===== src/design/jac_pkg.sv =====
// Shared types, constants and tables for the joystick axis calibration block.
`default_nettype none

package jac_pkg;

    localparam int AXIS_W             = 16;
    localparam int TIME_W             = 63;
    localparam int KEY_N              = 8;
    localparam int QUO_W              = 15;
    localparam int DIGIT_W            = 4;
    localparam int TIME_DIGITS        = 16;
    localparam int SUB_W              = DIGIT_W * TIME_DIGITS;
    localparam int CFG_IDX_W          = 3;
    localparam int ZONE_THRESHOLD_DEF = 1024;

    localparam logic [CFG_IDX_W-1:0] REG_X_MIN       = 3'd0;
    localparam logic [CFG_IDX_W-1:0] REG_X_CENTER    = 3'd1;
    localparam logic [CFG_IDX_W-1:0] REG_X_MAX       = 3'd2;
    localparam logic [CFG_IDX_W-1:0] REG_Y_MIN       = 3'd3;
    localparam logic [CFG_IDX_W-1:0] REG_Y_CENTER    = 3'd4;
    localparam logic [CFG_IDX_W-1:0] REG_Y_MAX       = 3'd5;
    localparam logic [CFG_IDX_W-1:0] REG_ANALOG_MODE = 3'd6;

    localparam logic signed [AXIS_W-1:0] AXIS_POS_FULL = 16'sh7FFF;
    localparam logic signed [AXIS_W-1:0] AXIS_NEG_FULL = 16'sh8000;

    localparam logic signed [1:0] KEY_DH [KEY_N] = '{-2'sd1, 2'sd0, 2'sd1, 2'sd1,
                                                      2'sd1, 2'sd0, -2'sd1, -2'sd1};
    localparam logic signed [1:0] KEY_DV [KEY_N] = '{-2'sd1, -2'sd1, -2'sd1, 2'sd0,
                                                      2'sd1, 2'sd1, 2'sd1, 2'sd0};

    typedef struct packed {
        logic signed [AXIS_W-1:0] min_ref;
        logic signed [AXIS_W-1:0] center_ref;
        logic signed [AXIS_W-1:0] max_ref;
    } cal_t;

    typedef enum logic [1:0] {
        ZONE_NEG,
        ZONE_MID,
        ZONE_POS
    } zone_t;

    typedef enum logic [1:0] {
        ST_IDLE,
        ST_DIV,
        ST_TIME,
        ST_OUT
    } state_t;

endpackage

`default_nettype wire


===== src/design/jac_axis.sv =====
// One axis lane: calibration end tests and a bit-serial restoring divider for the scaling.
`default_nettype none

module jac_axis (
    input  wire logic                                clk,
    input  wire logic                                rst_n,
    input  wire logic                                start,
    input  wire logic signed [jac_pkg::AXIS_W-1:0]   raw,
    input  wire jac_pkg::cal_t                       cal,
    output logic                                     busy,
    output logic signed [jac_pkg::AXIS_W-1:0]        result
);
    import jac_pkg::*;

    localparam int CNT_W = $clog2(QUO_W);
    localparam logic [CNT_W-1:0] CNT_LAST = CNT_W'(QUO_W - 1);

    logic signed [AXIS_W:0] raw_w;
    logic signed [AXIS_W:0] min_w;
    logic signed [AXIS_W:0] ctr_w;
    logic signed [AXIS_W:0] max_w;
    logic signed [AXIS_W:0] diff;
    logic                   pos;
    logic [AXIS_W:0]        mag;
    logic [AXIS_W:0]        den;
    logic [AXIS_W+1:0]      rem_dbl;
    logic                   quo_bit;

    logic                   busy_reg;
    logic                   busy_next;
    logic [CNT_W-1:0]       cnt_reg;
    logic [CNT_W-1:0]       cnt_next;
    logic [AXIS_W:0]        rem_reg;
    logic [AXIS_W:0]        rem_next;
    logic [AXIS_W:0]        den_reg;
    logic [QUO_W-1:0]       quo_reg;
    logic [QUO_W-1:0]       quo_next;
    logic                   neg_reg;
    logic                   sat_hi_reg;
    logic                   sat_lo_reg;

    always_comb
    begin
        raw_w = {raw[AXIS_W-1], raw};
        min_w = {cal.min_ref[AXIS_W-1], cal.min_ref};
        ctr_w = {cal.center_ref[AXIS_W-1], cal.center_ref};
        max_w = {cal.max_ref[AXIS_W-1], cal.max_ref};
        diff  = raw_w - ctr_w;
        pos   = raw_w > ctr_w;
        mag   = pos ? unsigned'(diff) : unsigned'(-diff);
        den   = pos ? unsigned'(max_w - ctr_w) : unsigned'(ctr_w - min_w);
    end

    always_comb
    begin
        rem_dbl   = {rem_reg, 1'b0};
        quo_bit   = rem_dbl >= {1'b0, den_reg};
        rem_next  = quo_bit ? (AXIS_W+1)'(rem_dbl - {1'b0, den_reg}) : rem_dbl[AXIS_W:0];
        quo_next  = {quo_reg[QUO_W-2:0], quo_bit};
        busy_next = busy_reg;
        cnt_next  = cnt_reg;
        if (start)
        begin
            busy_next = 1'b1;
            cnt_next  = '0;
        end
        else if (busy_reg)
        begin
            cnt_next = cnt_reg + 1'b1;
            if (cnt_reg == CNT_LAST)
            begin
                busy_next = 1'b0;
            end
        end
    end

    always_ff @(posedge clk or negedge rst_n)
    begin
        if (!rst_n)
        begin
            busy_reg <= 1'b0;
            cnt_reg  <= '0;
        end
        else
        begin
            busy_reg <= busy_next;
            cnt_reg  <= cnt_next;
        end
    end

    always_ff @(posedge clk)
    begin
        if (start)
        begin
            rem_reg    <= mag;
            den_reg    <= den;
            quo_reg    <= '0;
            neg_reg    <= !pos;
            sat_hi_reg <= pos && (raw_w >= max_w);
            sat_lo_reg <= !pos && (raw_w <= min_w);
        end
        else if (busy_reg)
        begin
            rem_reg <= rem_next;
            quo_reg <= quo_next;
        end
    end

    always_comb
    begin
        priority if (sat_hi_reg)
        begin
            result = AXIS_POS_FULL;
        end
        else if (sat_lo_reg)
        begin
            result = AXIS_NEG_FULL;
        end
        else if (neg_reg)
        begin
            result = -signed'({1'b0, quo_reg});
        end
        else
        begin
            result = signed'({1'b0, quo_reg});
        end
    end

    assign busy = busy_reg;

endmodule

`default_nettype wire


===== src/design/joystick_axis_calibrate_repeat_unit.sv =====
// Top level of the joystick axis calibration and direction hold timing block.
// Each accepted word is captured, then scaled in the two per-axis restoring dividers that
// run side by side and produce one quotient bit per cycle, then used for the zone update,
// then passed through the 4-bit serial subtractor that forms the hold time, and at last
// loaded into the output register, after which the block is ready for the next word. A
// finished result waits in the output register while the next word is already being worked
// on, and the block only stalls at the end of that word if the result has still not been
// taken. Configuration writes are always taken and must only be issued while idle.
`default_nettype none

module joystick_axis_calibrate_repeat_unit #(
    parameter int ZONE_THRESHOLD = jac_pkg::ZONE_THRESHOLD_DEF
) (
    input  wire logic                                  clk,
    input  wire logic                                  rst_n,
    input  wire logic                                  cfg_valid,
    output logic                                       cfg_ready,
    input  wire logic [jac_pkg::CFG_IDX_W-1:0]         cfg_index,
    input  wire logic [jac_pkg::AXIS_W-1:0]            cfg_data,
    input  wire logic                                  in_valid,
    output logic                                       in_ready,
    input  wire logic signed [jac_pkg::AXIS_W-1:0]     raw_x,
    input  wire logic signed [jac_pkg::AXIS_W-1:0]     raw_y,
    input  wire logic [jac_pkg::TIME_W-1:0]            sample_time,
    input  wire logic                                  stick_present,
    input  wire logic [jac_pkg::KEY_N-1:0]             dir_keys,
    output logic                                       out_valid,
    input  wire logic                                  out_ready,
    output logic signed [jac_pkg::AXIS_W-1:0]          axis_x,
    output logic signed [jac_pkg::AXIS_W-1:0]          axis_y,
    output logic [jac_pkg::TIME_W-1:0]                 held_time
);
    import jac_pkg::*;

    localparam logic signed [AXIS_W:0] THR = (AXIS_W+1)'(ZONE_THRESHOLD);
    localparam int TCNT_W = $clog2(TIME_DIGITS);
    localparam logic [TCNT_W-1:0] TCNT_LAST = TCNT_W'(TIME_DIGITS - 1);

    cal_t                     cal_x_reg;
    cal_t                     cal_y_reg;
    logic                     analog_mode_reg;

    state_t                   state_reg;
    state_t                   state_next;
    logic                     capture;
    logic                     zone_upd;
    logic                     time_step;
    logic                     load_out;

    logic                     busy_x;
    logic                     busy_y;
    logic signed [AXIS_W-1:0] res_x;
    logic signed [AXIS_W-1:0] res_y;

    logic [TIME_W-1:0]        now_reg;
    logic                     stick_reg;
    logic [KEY_N-1:0]         keys_reg;

    zone_t                    last_zone_x_reg;
    zone_t                    last_zone_y_reg;
    logic [TIME_W-1:0]        zone_change_time_reg;

    logic signed [3:0]        sum_h;
    logic signed [3:0]        sum_v;
    logic signed [AXIS_W-1:0] key_x;
    logic signed [AXIS_W-1:0] key_y;
    logic signed [AXIS_W-1:0] dx;
    logic signed [AXIS_W-1:0] dy;
    zone_t                    zone_x;
    zone_t                    zone_y;
    logic                     timed;
    logic                     changed;
    logic [TIME_W-1:0]        zct_new;

    logic signed [AXIS_W-1:0] dx_reg;
    logic signed [AXIS_W-1:0] dy_reg;
    logic                     timed_reg;
    logic [SUB_W-1:0]         sub_a_reg;
    logic [SUB_W-1:0]         sub_b_reg;
    logic [SUB_W-1:0]         diff_reg;
    logic                     borrow_reg;
    logic [DIGIT_W:0]         digit_sum;
    logic [TCNT_W-1:0]        tcnt_reg;

    logic                     out_valid_reg;
    logic                     out_valid_next;
    logic signed [AXIS_W-1:0] axis_x_reg;
    logic signed [AXIS_W-1:0] axis_y_reg;
    logic [TIME_W-1:0]        held_time_reg;

    function automatic zone_t zone_of(input logic signed [AXIS_W-1:0] d);
        logic signed [AXIS_W:0] dw;
        dw = {d[AXIS_W-1], d};
        if (dw < -THR)
        begin
            return ZONE_NEG;
        end
        if (dw > THR)
        begin
            return ZONE_POS;
        end
        return ZONE_MID;
    endfunction

    function automatic logic signed [AXIS_W-1:0] full_scale(input logic signed [3:0] s);
        if (s == 4'sd0)
        begin
            return '0;
        end
        return s[3] ? AXIS_NEG_FULL : AXIS_POS_FULL;
    endfunction

    // Configuration registers.
    assign cfg_ready = 1'b1;

    always_ff @(posedge clk or negedge rst_n)
    begin
        if (!rst_n)
        begin
            cal_x_reg       <= '{min_ref: AXIS_NEG_FULL, center_ref: '0, max_ref: AXIS_POS_FULL};
            cal_y_reg       <= '{min_ref: AXIS_NEG_FULL, center_ref: '0, max_ref: AXIS_POS_FULL};
            analog_mode_reg <= 1'b0;
        end
        else if (cfg_valid)
        begin
            unique case (cfg_index)
                REG_X_MIN:       cal_x_reg.min_ref    <= signed'(cfg_data);
                REG_X_CENTER:    cal_x_reg.center_ref <= signed'(cfg_data);
                REG_X_MAX:       cal_x_reg.max_ref    <= signed'(cfg_data);
                REG_Y_MIN:       cal_y_reg.min_ref    <= signed'(cfg_data);
                REG_Y_CENTER:    cal_y_reg.center_ref <= signed'(cfg_data);
                REG_Y_MAX:       cal_y_reg.max_ref    <= signed'(cfg_data);
                REG_ANALOG_MODE: analog_mode_reg      <= cfg_data[0];
                default:         ;
            endcase
        end
    end

    jac_axis u_axis_x (
        .clk    (clk),
        .rst_n  (rst_n),
        .start  (capture),
        .raw    (raw_x),
        .cal    (cal_x_reg),
        .busy   (busy_x),
        .result (res_x)
    );

    jac_axis u_axis_y (
        .clk    (clk),
        .rst_n  (rst_n),
        .start  (capture),
        .raw    (raw_y),
        .cal    (cal_y_reg),
        .busy   (busy_y),
        .result (res_y)
    );

    // Sequencer.
    always_comb
    begin
        state_next = state_reg;
        in_ready   = 1'b0;
        capture    = 1'b0;
        zone_upd   = 1'b0;
        time_step  = 1'b0;
        load_out   = 1'b0;
        unique case (state_reg)
            ST_IDLE:
            begin
                in_ready = 1'b1;
                if (in_valid)
                begin
                    capture    = 1'b1;
                    state_next = ST_DIV;
                end
            end
            ST_DIV:
            begin
                if (!busy_x && !busy_y)
                begin
                    zone_upd   = 1'b1;
                    state_next = ST_TIME;
                end
            end
            ST_TIME:
            begin
                time_step = 1'b1;
                if (tcnt_reg == TCNT_LAST)
                begin
                    state_next = ST_OUT;
                end
            end
            ST_OUT:
            begin
                if (!out_valid_reg || out_ready)
                begin
                    load_out   = 1'b1;
                    state_next = ST_IDLE;
                end
            end
            default:
            begin
                state_next = ST_IDLE;
            end
        endcase
    end

    always_ff @(posedge clk or negedge rst_n)
    begin
        if (!rst_n)
        begin
            state_reg <= ST_IDLE;
        end
        else
        begin
            state_reg <= state_next;
        end
    end

    // Keypad decode, zone tracking and hold time start.
    always_comb
    begin
        sum_h = '0;
        sum_v = '0;
        for (int i = 0; i < KEY_N; i++)
        begin
            if (keys_reg[i])
            begin
                sum_h = sum_h + {{2{KEY_DH[i][1]}}, KEY_DH[i]};
                sum_v = sum_v + {{2{KEY_DV[i][1]}}, KEY_DV[i]};
            end
        end
        key_x   = full_scale(sum_h);
        key_y   = full_scale(sum_v);
        dx      = stick_reg ? res_x : key_x;
        dy      = stick_reg ? res_y : key_y;
        zone_x  = zone_of(dx);
        zone_y  = zone_of(dy);
        timed   = !stick_reg || !analog_mode_reg;
        changed = timed && ((zone_x != last_zone_x_reg) || (zone_y != last_zone_y_reg));
        zct_new = changed ? now_reg : zone_change_time_reg;
    end

    always_ff @(posedge clk or negedge rst_n)
    begin
        if (!rst_n)
        begin
            last_zone_x_reg      <= ZONE_MID;
            last_zone_y_reg      <= ZONE_MID;
            zone_change_time_reg <= '0;
        end
        else if (zone_upd && changed)
        begin
            last_zone_x_reg      <= zone_x;
            last_zone_y_reg      <= zone_y;
            zone_change_time_reg <= now_reg;
        end
    end

    // Serial subtractor, one digit per cycle with the borrow carried over.
    assign digit_sum = {1'b0, sub_a_reg[DIGIT_W-1:0]} - {1'b0, sub_b_reg[DIGIT_W-1:0]}
                       - {{DIGIT_W{1'b0}}, borrow_reg};

    always_ff @(posedge clk or negedge rst_n)
    begin
        if (!rst_n)
        begin
            tcnt_reg <= '0;
        end
        else if (zone_upd)
        begin
            tcnt_reg <= '0;
        end
        else if (time_step)
        begin
            tcnt_reg <= tcnt_reg + 1'b1;
        end
    end

    always_ff @(posedge clk)
    begin
        if (capture)
        begin
            now_reg   <= sample_time;
            stick_reg <= stick_present;
            keys_reg  <= dir_keys;
        end
        if (zone_upd)
        begin
            dx_reg     <= dx;
            dy_reg     <= dy;
            timed_reg  <= timed;
            sub_a_reg  <= SUB_W'(now_reg);
            sub_b_reg  <= SUB_W'(zct_new);
            borrow_reg <= 1'b0;
        end
        else if (time_step)
        begin
            sub_a_reg  <= sub_a_reg >> DIGIT_W;
            sub_b_reg  <= sub_b_reg >> DIGIT_W;
            borrow_reg <= digit_sum[DIGIT_W];
            diff_reg   <= {digit_sum[DIGIT_W-1:0], diff_reg[SUB_W-1:DIGIT_W]};
        end
    end

    // Output register.
    always_comb
    begin
        out_valid_next = out_valid_reg;
        if (load_out)
        begin
            out_valid_next = 1'b1;
        end
        else if (out_ready)
        begin
            out_valid_next = 1'b0;
        end
    end

    always_ff @(posedge clk or negedge rst_n)
    begin
        if (!rst_n)
        begin
            out_valid_reg <= 1'b0;
        end
        else
        begin
            out_valid_reg <= out_valid_next;
        end
    end

    always_ff @(posedge clk)
    begin
        if (load_out)
        begin
            axis_x_reg    <= dx_reg;
            axis_y_reg    <= dy_reg;
            held_time_reg <= timed_reg ? diff_reg[TIME_W-1:0] : '0;
        end
    end

    assign out_valid = out_valid_reg;
    assign axis_x    = axis_x_reg;
    assign axis_y    = axis_y_reg;
    assign held_time = held_time_reg;

endmodule

`default_nettype wire


===== config.mk =====
export PLATFORM = sky130hd
export DESIGN_NAME = joystick_axis_calibrate_repeat_unit
export DESIGN_NICKNAME = d
export VERILOG_FILES = /design/src/design/jac_pkg.sv /design/src/design/jac_axis.sv /design/src/design/joystick_axis_calibrate_repeat_unit.sv
export SDC_FILE = /design/constraint.sdc
export NUM_CORES = 1
export LEC_CHECK = 0
export BUFFER_PORTS_ARGS = -buffer_cell sky130_fd_sc_hd__buf_2
export CAP_MARGIN = 10
export CORE_ASPECT_RATIO = 1.4
export CORE_MARGIN = 10
export CORE_UTILIZATION = 37
export DETAILED_ROUTE_END_ITERATION = 16
export GPL_TIMING_DRIVEN = 0
export SLEW_MARGIN = 10
export SYNTH_ARGS = -nofsm -noshare
export SYNTH_HDL_FRONTEND = slang
export SYNTH_SLANG_ARGS = --single-unit

===== constraint.sdc =====
create_clock -name clk -period 4.8 [get_ports clk]
set_clock_uncertainty 0.15 [all_clocks]
set_input_delay 0.96 -clock clk [delete_from_list [all_inputs] [get_ports clk]]
set_output_delay 0.96 -clock clk [all_outputs]
set_load 0.01 [all_outputs]

Word-level counts from Yosys, hierarchy flattened
Index checks and enable logic that the tools add are counted.
W data, S select, Z words.
- bits in registers: 676
- input bits: 128
- logic and storage cells: 217
- add/subtract/negate cells: 27
- order comparisons: 12
- equal/unequal tests: 18
- muxes and demuxes: 83
- bitwise gates (word level): 1
- reductions and logical operators: 34
- operators with widths (kind ; number):
    $mux W63 ; 5
    $mux W16 ; 14
    $mux W17 ; 10
    $sub A16 B16 Y17 ; 6
    $mux W4 ; 17
    $add A4 B1 Y4 const B ; 9
    $ge A18 B17 Y1 ; 2
    $neg A17 Y17 ; 2
    $sub A17 B17 Y17 ; 2
    $ge A16 B16 Y1 ; 2
    $gt A16 B12 Y1 const B ; 2
    $gt A16 B16 Y1 ; 2
    $le A16 B16 Y1 ; 2
    $lt A16 B11 Y1 const B ; 2
    $neg A15 Y16 ; 2
    $mux W1 ; 24
    $mux W2 ; 12
    $add A4 B4 Y4 const B ; 4
    $reduce_and A2 Y1 ; 8
    $eq A4 B4 Y1 const B ; 3
    $eq A3 B3 Y1 const B ; 3
    $logic_not A4 Y1 ; 2
    $ne A2 B2 Y1 const B ; 4
    $pmux W2 S4 ; 1
    15 further kinds ; 35

Logic depth before layout (Yosys ltp)
- depth after elaboration: 25
- depth in mapped cells: 20

Cells and area by module
Synthesis repeated with hierarchy kept, for this count alone.
- cell total of the unflattened synthesis: 3083
- area, all modules: 36324.8 um^2
- by module, submodules not included (module ; times used ; cells each ; area each (um^2) ; sequential area each (um^2)):
    joystick_axis_calibrate_repeat_unit ; 1 ; 1374 ; 22168.8 ; 16052.9
    jac_axis (u_axis_x) ; 1 ; 870 ; 7140.6 ; 1536.5
    jac_axis (u_axis_y) ; 1 ; 839 ; 7015.5 ; 1536.5

Worst setup path after synthesis
No wires, ideal clock.
- kind: input port to flip-flop
- start: input port in_valid
- end: register keys_reg[0] (enable)
- setup time: 520 ps
- data arrival time: 4705 ps
- required time: 4130 ps
- path slack: -575 ps
- cell stages on the path: 4
- path buffers: 2
- path through: nand2_1 inv_2 clkbuf_1 buf_1
- word-level cells in the longest chain between the ends: 2
- ends and longest elaborated chain (element ; line ; source):
    from (decl) ; joystick_axis_calibrate_repeat_unit.sv:20 ; input wire logic in_valid,
    $mux W1 ; joystick_axis_calibrate_repeat_unit.sv:172 ; if (in_valid)
    $mux W1 ; joystick_axis_calibrate_repeat_unit.sv:168 ; unique case (state_reg)
    via capture ; joystick_axis_calibrate_repeat_unit.sv:45 ; logic capture;
    to (signal assigned) ; joystick_axis_calibrate_repeat_unit.sv:287 ; keys_reg <= dir_keys;
    to (decl) ; joystick_axis_calibrate_repeat_unit.sv:57 ; logic [KEY_N-1:0] keys_reg;
The timed path passes the listed nets, and every way through them passes these cells.
A chain may end at the register's enable or synchronous reset.

Worst setup path after layout
- start: register keys_reg[0]
- end: register sub_b_reg[32] (data pin)
- word-level cells in the longest chain between the ends: 25
- ends and longest elaborated chain (element ; line ; source):
    $mux W4 * ; joystick_axis_calibrate_repeat_unit.sv:228 ; if (keys_reg[i])
    $add A4 B1 Y4 or $add A4 B4 Y4 (tied branches) ; joystick_axis_calibrate_repeat_unit.sv:230, joystick_axis_calibrate_repeat_unit.sv:231 ;
    $mux W4 ; joystick_axis_calibrate_repeat_unit.sv:228 ;
    $add A4 B1 Y4 or $add A4 B4 Y4 (tied branches) ; joystick_axis_calibrate_repeat_unit.sv:230, joystick_axis_calibrate_repeat_unit.sv:231 ;
    $mux W4 ; joystick_axis_calibrate_repeat_unit.sv:228 ;
    $add A4 B1 Y4 (on tied branches) ; joystick_axis_calibrate_repeat_unit.sv:230, joystick_axis_calibrate_repeat_unit.sv:231 ;
    $mux W4 ; joystick_axis_calibrate_repeat_unit.sv:228 ;
    $add A4 B4 Y4 or $add A4 B1 Y4 (tied branches) ; joystick_axis_calibrate_repeat_unit.sv:230, joystick_axis_calibrate_repeat_unit.sv:231 ;
    [... 8 more ...] ; -- ;
    $mux W1 (2 in series) ; joystick_axis_calibrate_repeat_unit.sv:98 ; if (dw > THR)
    $mux W2 ; joystick_axis_calibrate_repeat_unit.sv:102 ; return ZONE_MID;
    $mux W2 ; joystick_axis_calibrate_repeat_unit.sv:98 ;
    $ne A2 B2 Y1 ; joystick_axis_calibrate_repeat_unit.sv:241 ; changed = timed && ((zone_x != last_zone_x_reg) || (zone_y != last_zone_y_reg));
    $logic_or A1 B1 Y1 * ; joystick_axis_calibrate_repeat_unit.sv:241 ;
    $logic_and A1 B1 Y1 * ; joystick_axis_calibrate_repeat_unit.sv:241 ;
    $mux W63 * ; joystick_axis_calibrate_repeat_unit.sv:242 ; zct_new = changed ? now_reg : zone_change_time_reg;
    $mux W63 * ; joystick_axis_calibrate_repeat_unit.sv:289 ; if (zone_upd)
    to (signal assigned) ; joystick_axis_calibrate_repeat_unit.sv:295 ; sub_b_reg <= SUB_W'(zct_new);
    to (signal assigned) ; joystick_axis_calibrate_repeat_unit.sv:301 ; sub_b_reg <= sub_b_reg >> DIGIT_W;
    to (decl) ; joystick_axis_calibrate_repeat_unit.sv:79 ; logic [SUB_W-1:0] sub_b_reg;
Every way passes the cells marked *; elsewhere a longest branch is shown, timed or not. The select of a mux whose other input is x is not followed.

==> results.md <==
- Std cell rows: between 100 and 150
- Layout cells sized above 1: between 10% and 20%
- Crit path capture type: flip-flop
- Tot GR Track Use: 16.8%
- CTS Root Cell: clkbuf_16
- Port Buf Inserts: about 220
- First-pass GRT wire length: between 100000 and 150000 um
- Final Wtd Congestion: 0.883
- N_diodes: 0
- Tcrit/Tclk final: 99.9%
- Core ar.: about 98000 um^2
- Synth area leaders: edfxtp_1, dfrtp_1, ha_1
- Die X: about 290 um
- Syn_nets: about 3700
- FMAX: between 200 and 250 MHz
- Die height: ~390 um
- Reg2reg start: keys_reg[0]
- DR iter-0 viols: about 1400
- Critical Path Max Stage Delay: 540 ps
- Largest area contributor in the netlist: edfxtp_1
- Design Area, Final: about 43000 um^2
- Clock Sinks: approximately 680
- CP cell instances: buf_6 -> fa_1 -> xnor2_2 -> inv_2 -> ha_4 -> nor2b_2 -> nor2_1 -> ha_1 -> nor2b_1 -> nor4_1 -> o32a_1 -> o21a_4 -> a2111o_1 -> o311a_4 -> or3b_4 -> buf_12 -> clkbuf_16 -> o221a_1
- Initial Util: 37.3%
- Synthesized flop and latch total: slightly below 700
- Commonest non-fill, non-tap cells in the layout: edfxtp_1, nor2_1, buf_2, nand2_1, ha_1
- Sw frac: between 30 and 40%
- Leak pwr: about 17 nW
- Largest net degree at the start of global routing: 99
- CP bufs+invs: 4
- Vias in the first global route: ~27000
- CP delay by family, top: compound AO/OA/AOI/OAI gates
- Hold Slack: 180 ps
- Critical path origin: keys_reg[0]
- Hold crit path type: in2async
- Critical path's slowest cell: fa_1
- Placed Area: 39700 um^2
- Cell Pwr Density: about 620 nW/um^2
- Total Routed Length: approximately 96000 um
- CP required: between 5000 and 6000 ps
- CP max FO: 8
- Startpoint types: flip-flop
- DP Cell Count: a little under 5000
- Clock Tree Buf Depth: 3
- CP Capture Point: sub_b_reg[32]
- RSZ-0062 raised after global routing: yes
- Ys async rst share: 26.8%
- Maxcap violations: 0
- Synth top area share: a little under two fifths
- Share of power burned in registers: 36.9%
- Worst R2R Setup Slack: 6 ps
- Arr. time, crit path: 5030 ps
- Critical path class: reg2reg
- # IOs: about 230
- Num CTS Buffers: 75
- Pint: 16.7 mW
- R2r endpoint: sub_b_reg[32]
- Net Switching: 9.67 mW
- Minimum clock period: around 4800 ps
- Final setup TNS: 0 ps
- Antenna-violating nets left: 0
- Hpwl dp: between 70000 and 80000 um
- Wire per inst: approximately 19 um
- WP depth: 18
- Drt pass-1 iters: 5
- Clock share of power: a little over a fifth
- Final Setup Violations: 0
- Gr ovfl total: 0
- Synth Instances: about 3300
- Finished Layout Cells: 5003
- Worst-Margin Slew: approximately 950 ps
- Hold_buf cts: 0
- Sequential-to-total area share from yosys stat: 52.1%
- Final Util: 43.5%
- Area grow syn2layout: 16.6%
- Fin worst setup slack: approximately 6 ps
- Largest register FFs: 64
- Vias/cell: roughly 5.2
- R2r worst-path depth: 18
- Clock Latency Late Sink: between 600 and 700 ps
- EDFF count, synth: 464
- Peak supply drop: between 0.0003 and 0.0004 V
- Netlist cell types: 90
- Yosys warnings: 0
- Initial antenna violation count: 5
- Outcome: finished clean
- Slew HR: 35.9%
- Gate power share: approximately 41%
- Commonest non-fill, non-tap cell in the layout: edfxtp_1
- Primary FF master, synth: edfxtp_1
- Routed via count: around 26000
- Cell area after synthesis: approximately 37000 um^2
- Total power: around 26 mW
- DR DRC count: 0
- Place WS: -1270 ps
- H-tree depth: 3
- Layout net count: ~4000
- Average cell area after synthesis: between 10 and 15 um^2
- Die Area: ~110000 um^2
- CTS tree: built
- Max-slew violations: 0
- Final hold vios: 0
- Clock transition at the registers of the reported paths: ~60 ps
[worst register-to-register path: stages (launching register included)]
cell and delay, ps:
edfxtp_1 420, buf_6 150, fa_1 540, xnor2_2 130, inv_2 70, ha_4 280
nor2b_2 40, nor2_1 130, ha_1 220, nor2b_1 180, nor4_1 60, o32a_1 400
o21a_4 260, a2111o_1 380, o311a_4 150, or3b_4 410, buf_12 180, clkbuf_16 170
o221a_1 240
[cell usage after synthesis, drive strengths merged (20+ instances only)]
| cell | n |
|---|---|
| mux2i | 54 |
| o221a | 59 |
| and2 | 76 |
| dfstp | 34 |
| ha | 223 |
| o21a | 29 |
| a211oi | 38 |
| nor2 | 297 |
| inv | 213 |
| nand3 | 51 |
| o31ai | 26 |
| nand2b | 36 |
| xnor2 | 81 |
| or3 | 35 |
| nor2b | 49 |
| nand4 | 28 |
| buf | 30 |
| a21oi | 189 |
| a21o | 47 |
| clkbuf | 112 |
| nor3 | 46 |
| o21ai | 183 |
| edfxtp | 464 |
| mux2 | 167 |
| dfrtp | 147 |
| a31oi | 20 |
| nand2 | 222 |
| dfxtp | 31 |
| xor2 | 61 |
[worst min path at each step]
stage	startpoint	end	slack, ps	cells past startpoint
finish	rst_n	cal_x_reg[45]	180	1
floorplan	dx_reg[0]	axis_x[0]	250	0
global route	rst_n	cal_x_reg[45]	210	1
global placement	dy_reg[15]	axis_y[15]	250	0
CTS	rst_n	cal_x_reg[26]	180	1
detailed placement	dx_reg[14]	axis_x[14]	250	0
[kinds of logic (layout without fill, tap and decap cells)]
kind of cell | Yosys count | after routing | synth area share (%)
flip-flops | 676 | 676 | 52.1
AND/OR/NAND/NOR | 933 | 933 | 12.3
buffers and inverters | 357 | 753 | 3.76
XOR/XNOR | 142 | 142 | 3.39
other | 1 | 1 | 0.0102
multiplexers | 221 | 221 | 6.61
adder cells (fa/ha/maj) | 235 | 235 | 8.26
AO/OA/AOI/OAI | 731 | 731 | 13.5
[cell type report]
type	instances	area, um^2
fill	9451	55600
clock buffer	101	2080
sequential	676	19100
timing repair buffer	260	1640
buffer	140	701
tap	1311	1640
inverter	215	807
clock inverter	37	390
multi-input combinational	2263	16400
[power groups by stage]
stage | clock network, mW | logic (mW) | registers, mW
after global placement | 0 | 10.2 | 9.92
after detailed placement | 0 | 10.5 | 9.83
after global routing | 6.22 | 12.2 | 9.93
final | 5.81 | 10.8 | 9.73
after CTS | 6.02 | 10.8 | 9.73
after floorplan | 0 | 7.70 | 9.66
[metal layers]
metal,track usage [%],share of wire [%]
met5,0,0.023
met4,7.19,3.8
met3,2.63,4.0
met2,30.0,50
met1,19.7,42
[what timing repair did]
item / 4_1_cts / 5_1_grt
setup endpoints to repair: 157 / 145
pin swaps: 7 / 4
resized for setup: 69 / 18
buffers inserted: 20 / 5
cloned: 5 / 0
(Power assumes the default switching activity.)
